<file path="src/hdl/vcw_pkg.sv">
// Package for the Vegas congestion window block: field widths, reset values,
// register map, constant-divide factors and the configuration structs.
// No dependencies; used by vcw_csr and vegas_congestion_window.
package vcw_pkg;

   // fixed field widths
   localparam int WIN_W      = 24;
   localparam int RTT_IN_W   = 24;
   localparam int BAND_W     = 16;
   localparam int EPOCH_US_W = 24;
   localparam int COUNT_W    = 24;
   localparam int ELAPSED_W  = 16;

   // default generics for the top level
   localparam int DEF_WINDOW_FRAC_BITS = 8;
   localparam int DEF_RTT_BITS         = 24;

   // bands are Q8.8 segments per second
   localparam int BAND_FRAC_BITS = 8;

   // microseconds per second, and the bits it needs
   localparam int USEC_PER_SEC = 1000000;
   localparam int MEGA_W       = 20;

   // x / 1000 = (x * magic) >> 38, exact for any 32 bit x
   localparam logic [63:0] DIV1000_MAGIC = 64'd274877907;
   localparam int          DIV1000_SHIFT = 38;
   // x / 5 = (x * magic) >> 34, exact for any 32 bit x
   localparam logic [63:0] DIV5_MAGIC = 64'hCCCC_CCCD;
   localparam int          DIV5_SHIFT = 34;

   // register file
   localparam int CSR_ADDR_W = 5;
   localparam int CSR_DATA_W = 32;

   localparam logic [WIN_W-1:0]      RST_INITIAL_WINDOW    = 24'd256;
   localparam logic [WIN_W-1:0]      RST_INITIAL_THRESHOLD = 24'hFF_FFFF;
   localparam logic [BAND_W-1:0]     RST_BAND_ALPHA        = 16'd512;
   localparam logic [BAND_W-1:0]     RST_BAND_BETA         = 16'd1024;
   localparam logic [BAND_W-1:0]     RST_BAND_GAMMA        = 16'd2048;
   localparam logic [EPOCH_US_W-1:0] RST_MIN_EPOCH_US      = 24'd100000;

   typedef enum logic [2:0] {
      REG_INITIAL_WINDOW    = 3'd0,
      REG_INITIAL_THRESHOLD = 3'd1,
      REG_BAND_ALPHA        = 3'd2,
      REG_BAND_BETA         = 3'd3,
      REG_BAND_GAMMA        = 3'd4,
      REG_MIN_EPOCH_US      = 3'd5
   } reg_idx_type;

   typedef enum logic {
      OP_DATA = 1'b0,
      OP_TICK = 1'b1
   } op_type;

   typedef struct packed {
      logic [WIN_W-1:0]      initial_window;
      logic [WIN_W-1:0]      initial_threshold;
      logic [BAND_W-1:0]     band_alpha;
      logic [BAND_W-1:0]     band_beta;
      logic [BAND_W-1:0]     band_gamma;
      logic [EPOCH_US_W-1:0] min_epoch_us;
   } cfg_type;

   // a write to an initial register also reloads the live value
   typedef struct packed {
      logic             window;
      logic             threshold;
      logic [WIN_W-1:0] value;
   } cfg_load_type;

endpackage

</file>
<file path="src/hdl/vcw_csr.sv">
// Configuration register file for the Vegas congestion window block.
// APB-style write/read port; depends on vcw_pkg.
module vcw_csr import vcw_pkg::*; (
   input  logic                  clock,
   input  logic                  reset,
   input  logic                  csr_psel,
   input  logic                  csr_penable,
   input  logic                  csr_pwrite,
   input  logic [CSR_ADDR_W-1:0] csr_paddr,
   input  logic [CSR_DATA_W-1:0] csr_pwdata,
   output logic [CSR_DATA_W-1:0] csr_prdata,
   output logic                  csr_pready,
   output cfg_type               cfg,
   output cfg_load_type          load
);

   cfg_type     cfg_ff, cfg_in;
   reg_idx_type idx;
   logic        wr_en;

   assign idx        = reg_idx_type'(csr_paddr[CSR_ADDR_W-1:2]);
   assign wr_en      = csr_psel & csr_penable & csr_pwrite;
   assign csr_pready = 1'b1;
   assign cfg        = cfg_ff;

   always_comb begin
      cfg_in         = cfg_ff;
      load.window    = 1'b0;
      load.threshold = 1'b0;
      load.value     = csr_pwdata[WIN_W-1:0];
      if (wr_en) begin
         unique case (idx)
            REG_INITIAL_WINDOW: begin
               cfg_in.initial_window = csr_pwdata[WIN_W-1:0];
               load.window           = 1'b1;
            end
            REG_INITIAL_THRESHOLD: begin
               cfg_in.initial_threshold = csr_pwdata[WIN_W-1:0];
               load.threshold           = 1'b1;
            end
            REG_BAND_ALPHA:   cfg_in.band_alpha   = csr_pwdata[BAND_W-1:0];
            REG_BAND_BETA:    cfg_in.band_beta    = csr_pwdata[BAND_W-1:0];
            REG_BAND_GAMMA:   cfg_in.band_gamma   = csr_pwdata[BAND_W-1:0];
            REG_MIN_EPOCH_US: cfg_in.min_epoch_us = csr_pwdata[EPOCH_US_W-1:0];
            default: ;
         endcase
      end
   end

   always_comb begin
      unique case (idx)
         REG_INITIAL_WINDOW:    csr_prdata = CSR_DATA_W'(cfg_ff.initial_window);
         REG_INITIAL_THRESHOLD: csr_prdata = CSR_DATA_W'(cfg_ff.initial_threshold);
         REG_BAND_ALPHA:        csr_prdata = CSR_DATA_W'(cfg_ff.band_alpha);
         REG_BAND_BETA:         csr_prdata = CSR_DATA_W'(cfg_ff.band_beta);
         REG_BAND_GAMMA:        csr_prdata = CSR_DATA_W'(cfg_ff.band_gamma);
         REG_MIN_EPOCH_US:      csr_prdata = CSR_DATA_W'(cfg_ff.min_epoch_us);
         default:               csr_prdata = '0;
      endcase
   end

   always_ff @(posedge clock) begin
      if (reset) begin
         cfg_ff.initial_window    <= RST_INITIAL_WINDOW;
         cfg_ff.initial_threshold <= RST_INITIAL_THRESHOLD;
         cfg_ff.band_alpha        <= RST_BAND_ALPHA;
         cfg_ff.band_beta         <= RST_BAND_BETA;
         cfg_ff.band_gamma        <= RST_BAND_GAMMA;
         cfg_ff.min_epoch_us      <= RST_MIN_EPOCH_US;
      end else begin
         cfg_ff <= cfg_in;
      end
   end

endmodule

</file>
<file path="config.mk">
export PLATFORM = sky130hd
export DESIGN_NAME = vcw_csr
export DESIGN_NICKNAME = d
export VERILOG_FILES = /design/src/hdl/vcw_pkg.sv /design/src/hdl/vcw_csr.sv
export SDC_FILE = /design/constraint.sdc
export NUM_CORES = 1
export LEC_CHECK = 0
export ABC_AREA = 1
export ABC_CLOCK_PERIOD_IN_PS = 2330
export BUFFER_PORTS_ARGS = -buffer_cell sky130_fd_sc_hd__buf_2
export CORE_MARGIN = 8
export CORE_UTILIZATION = 28
export DETAILED_ROUTE_END_ITERATION = 6
export GPL_TIMING_DRIVEN = 0
export SETUP_SLACK_MARGIN = 0.05
export SLEW_MARGIN = 25
export SYNTH_ARGS = -nofsm -noshare
export SYNTH_HDL_FRONTEND = slang
export SYNTH_SLANG_ARGS = --single-unit
</file>
<file path="constraint.sdc">
create_clock -name clock -period 2.33 [get_ports clock]
set_clock_uncertainty 0.2 [all_clocks]
set_input_delay 0.466 -clock clock [delete_from_list [all_inputs] [get_ports clock]]
set_output_delay 0.466 -clock clock [all_outputs]
set_load 0.1 [all_outputs]
</file>
Word-level counts from Yosys, hierarchy flattened
Index checks and enable logic that the tools add are counted. Widths: inputs -> output; s select.

Equal/unequal tests: 5. Multiplexer cells: 4. Bitwise operators: 2. Reductions and logical operators: 7.

Operator list (count): $pmux 24 s6 (1); $reduce_and 2->1 (6); $eq 3x2->1 const B (2); $eq 3x3->1 const B (2); $eq 3x1->1 const B (1); $logic_not 3->1 (1); $and 1x1->1 (2); $mux 1 (2); $mux 2 (1).

Flip-flop bits (word level): 120. Input bits: 42. Output and inout port bits: 179. Logic and storage cells: 24.

Depth between registers and ports, before layout
Depth after elaboration: 3. Gate-level depth with buffers: 9. Depth with buffers taken out: 7.

Least setup slack after synthesis
OpenSTA, ideal clock, no wires.

Path kind: input to output. From: in csr_paddr[2]. To: out csr_prdata[13]. Arrival time: 1915 ps. Data required time: 1664 ps. Path slack: -251 ps. Cell stages on the path: 7. Buffers on the path: 3. Cells stage by stage: buf_4 buf_4 clkbuf_1 nand4_1 nand2_1 nor2_1 nand2_1.

Longest elaborated chain between the ends: 2. Elaborated cells between the ends (all ways): 7. Those cells by class: 5 x eq/ne; 1 x mux; 1 x reduce/logical.

RTL lines: from (decl) (RTL line vcw_csr.sv:9) `input logic [CSR_ADDR_W-1:0] csr_paddr,`; $eq 3x3->1, or another cell as far along (RTL line vcw_csr.sv:51) `unique case (idx)`; $pmux 24 s6 (*) (RTL line vcw_csr.sv:51); to (decl) (RTL line vcw_csr.sv:11) `output logic [CSR_DATA_W-1:0] csr_prdata,`.

Mark *: on every way between the ends. The rest lies on a longest branch, timed or not.

Worst setup path after layout
From: in csr_paddr[3]. To: out csr_prdata[23].

The elaborated chain is that of the path after synthesis.

==> flow_summary.rst <==
.. list-table::
   :header-rows: 1

   * - Metric
     - Value
   * - Row Count
     - 53
   * - PnR worst setup slack
     - 83.34 ps
   * - Type of the setup path with the least slack
     - input port to output port
   * - Std-Cell Core Area
     - 0.02109 sq mm
   * - Detailed-router iteration count before antenna repair
     - 5
   * - Clock transition time at the flip-flop clock pins of the worst setup and hold paths
     - 50 ps
   * - Die height
     - 162.6 um
   * - Cell chosen for the clock root
     - clkbuf_16
   * - Area growth from synthesis to layout
     - 46.46%
   * - Number of hold violations in the final report
     - 0
   * - Path class of the lowest-slack min-delay path
     - input port to flop
   * - Crit path launch type
     - input port
   * - Count of mapped cells out of synthesis
     - 927
   * - Total number of yosys warnings
     - 0
   * - Commonest cells after routing, fill and taps aside
     - nand2_1, nor2_1, buf_2, nand3_1, dfxtp_1
   * - Per-cell routed wire length
     - around 18 um
   * - Fill cells
     - 2,278
   * - Final worst path period need
     - 2247 ps
   * - Relative slew slack
     - 0.4896
   * - Flip-flop and latch count after synthesis
     - 120
   * - Final worst path period share
     - 0.9642
   * - Hold WS
     - 80.89 ps
   * - Mean instance size in the synthesized netlist
     - 6.494 sq um
   * - Max FFs per register
     - 120
   * - FF-to-FF path depth
     - 2
   * - Diode count
     - 0
   * - Share of final-layout standard cells stronger than drive strength 1
     - 0.3311
   * - Instance count after placement with tap cells included
     - 1,408
   * - Required time of the critical path
     - 1660 ps
   * - Origin of the critical flop-to-flop path
     - cfg[15]$_SDFFE_PP1P_
   * - Number of global-route vias before repair
     - 6,545
   * - Comb power frac
     - 0.211
   * - Port Buf Inserts
     - 199
   * - Critical path arrival
     - about 1600 ps
   * - Count of unresolved DRC violations after routing
     - 0
   * - Startpoint of the most critical hold path
     - csr_pwdata[22]
   * - Setup-failing EPs final
     - 0
   * - Largest net degree at the start of global routing
     - 17
   * - Largest driver fanout on the critical path
     - 9
   * - Insertion delay of the later-clocked pin in the worst-skew pair
     - 420 ps
   * - Power density over the cells
     - around 700 mW/mm^2
   * - Pins over their slew limit
     - 0
   * - Worst min-delay path endpoint
     - cfg[94]$_SDFFE_PP1P_
   * - Switching power
     - 0.001966 W
   * - Worst-case setup slack after placement
     - -405.9 ps
   * - Starting Density
     - 0.2855
   * - First-pass GRT wire length
     - 39.11 mm
   * - Average vias per placed instance
     - 4.723
   * - Total number of clock tree sinks
     - 120
   * - Total Nets Final
     - 1,204
   * - Full die area
     - 0.02645 sq mm
   * - Switching power share of the total
     - 0.3205
   * - Deepest level of the CTS H-tree
     - 4
   * - Kind of end point of the critical path
     - output port
   * - Clock network fraction of design power
     - 0.446
   * - Via count
     - 6,849
   * - Setup slack of the most critical reg-to-reg path
     - 1470 ps
   * - Sequential share of power
     - 0.343
   * - VDD IR max
     - about 0.5 mV
   * - Remaining Overflow, GRT
     - 0
   * - Final Instance Count excl. Fillers
     - between 1k and 1.5k
   * - Max-Cap Viols
     - 0
   * - Area of the mapped netlist
     - 0.006020 sq mm
   * - Clock tree from TritonCTS
     - built
   * - Inserted Clock Buffers
     - 17
   * - Ports
     - 221
   * - Final antenna-violating net count
     - 0
   * - Unrepaired setup endpoints after global routing
     - false
   * - Worst flop-to-flop path endpoint
     - cfg[15]$_SDFFE_PP1P_
   * - Initial antenna violation count
     - 0
   * - Global router's overall resource usage
     - 0.1945
   * - Actual transition at the worst max-transition pin
     - 765.6 ps
   * - Static leakage power
     - between 4 and 5 nW
   * - Hold path depth
     - 3
   * - Number of library cell types mapped by synthesis
     - 23
   * - Sequential cell area fraction in the yosys report
     - 0.3991
   * - Status
     - finished clean
   * - Post-detail-place hpwl
     - 19.96 mm
   * - Gp weighted congestion
     - 0.8758
   * - Max frequency
     - 0.4451 GHz
   * - Max Root-Sink Buffers
     - 2
   * - Most common cell after layout, fill and taps aside
     - nand2_1
   * - Internal cell power
     - approximately 0.0042 W
   * - DRT Wirelength
     - 26.04 mm
   * - 1st-iter DRT viols
     - 460
   * - Die W
     - 162.6 um
==> routing by layer <==
metal	part of all wire	GRT usage	vias up
li1	-	-	3344
met1	0.42	0.2370	3224
met2	0.47	0.3193	244
met3	0.087	0.05915	37
met4	0.022	0.06881	0
met5	0	0	-
==> critical path: stages <==
cell     delay, ps
buf_4          150
inv_4           90
buf_8          140
nand2_4         80
nor2_4         140
buf_8          150
nand2_1         70
nand3_2        100
buf_12         180
==> power groups by stage <==
stage,registers [W],logic (W),clock network [W]
5_1_grt,0.00211,0.00135,0.00284
2_1_floorplan,0.00233,0.000727,0
6_report,0.00210,0.00129,0.00274
3_5_place_dp,0.00215,0.00116,0
3_3_place_gp,0.00214,0.00115,0
4_1_cts,0.00210,0.00125,0.00276
==> cells in the mapped netlist (all sizes together) <==
master,number,area share
nand2,275,0.17
nor2,210,0.14
nand3,132,0.11
dfxtp,120,0.40
buf,76,0.087
inv,46,0.029
nand4,27,0.028
clkbuf,17,0.011
a21oi,11,0.0091
o21ai,10,0.0083
conb,2,0.0012
clkinv,1,0.00083
==> stage by stage <==
stage	instance area [sq um]	setup TNS [ps]	total power (W)	util
after global placement	7541	-8105	0.003300	0.3576
after floorplan	6201	0	0.003061	-
after global routing	8816	0	0.006299	0.4181
final	8816	0	0.006133	0.4181
after detailed placement	7541	-8168	0.003305	0.3576
after CTS	8600	0	0.006120	0.4078
==> repair_timing <==
item | 4_1_cts | 5_1_grt
endpoints found under the hold margin | 0 | 0
gates resized for setup | 127 | 44
hold buffers | 0 | 0
endpoints found under the setup margin | 26 | 26
pin swaps | 3 | 4
buffers inserted | 3 | 7
==> final cells by class <==
cell class              instances  area, sq um  share of cell area
plain buffers                  93        703.2             0.07976
well taps                     275        344.1             0.03903
multi-input cells             674         3151              0.3574
inverters                      47        186.4             0.02115
repair buffers                209         1416              0.1607
clock inverters                 9        120.1             0.01362
flip-flops and latches        120         2407              0.2731
clock buffers                  23        488.0             0.05535
==> worst max path at each step <==
stage / endpoint / from / slack [ps]
2_1_floorplan: csr_prdata[13] / csr_paddr[2] / 7
3_3_place_gp: csr_prdata[4] / csr_paddr[3] / -400
3_5_place_dp: csr_prdata[9] / csr_paddr[2] / -410
4_1_cts: csr_prdata[13] / csr_paddr[4] / 30
5_1_grt: csr_prdata[11] / csr_paddr[4] / 50
6_report: csr_prdata[23] / csr_paddr[3] / 80
==> cell families (layout without fill, tap and decap cells) <==
kind of cell	after synthesis	in the layout	synth area share
AOI/OAI and AO/OA	21	21	0.01746
buffers and inverters	140	381	0.1278
DFF	120	120	0.3991
and+or+nand+nor	644	644	0.4544
other	2	9	0.001248
No activity file was read; power rests on OpenSTA's default activity.
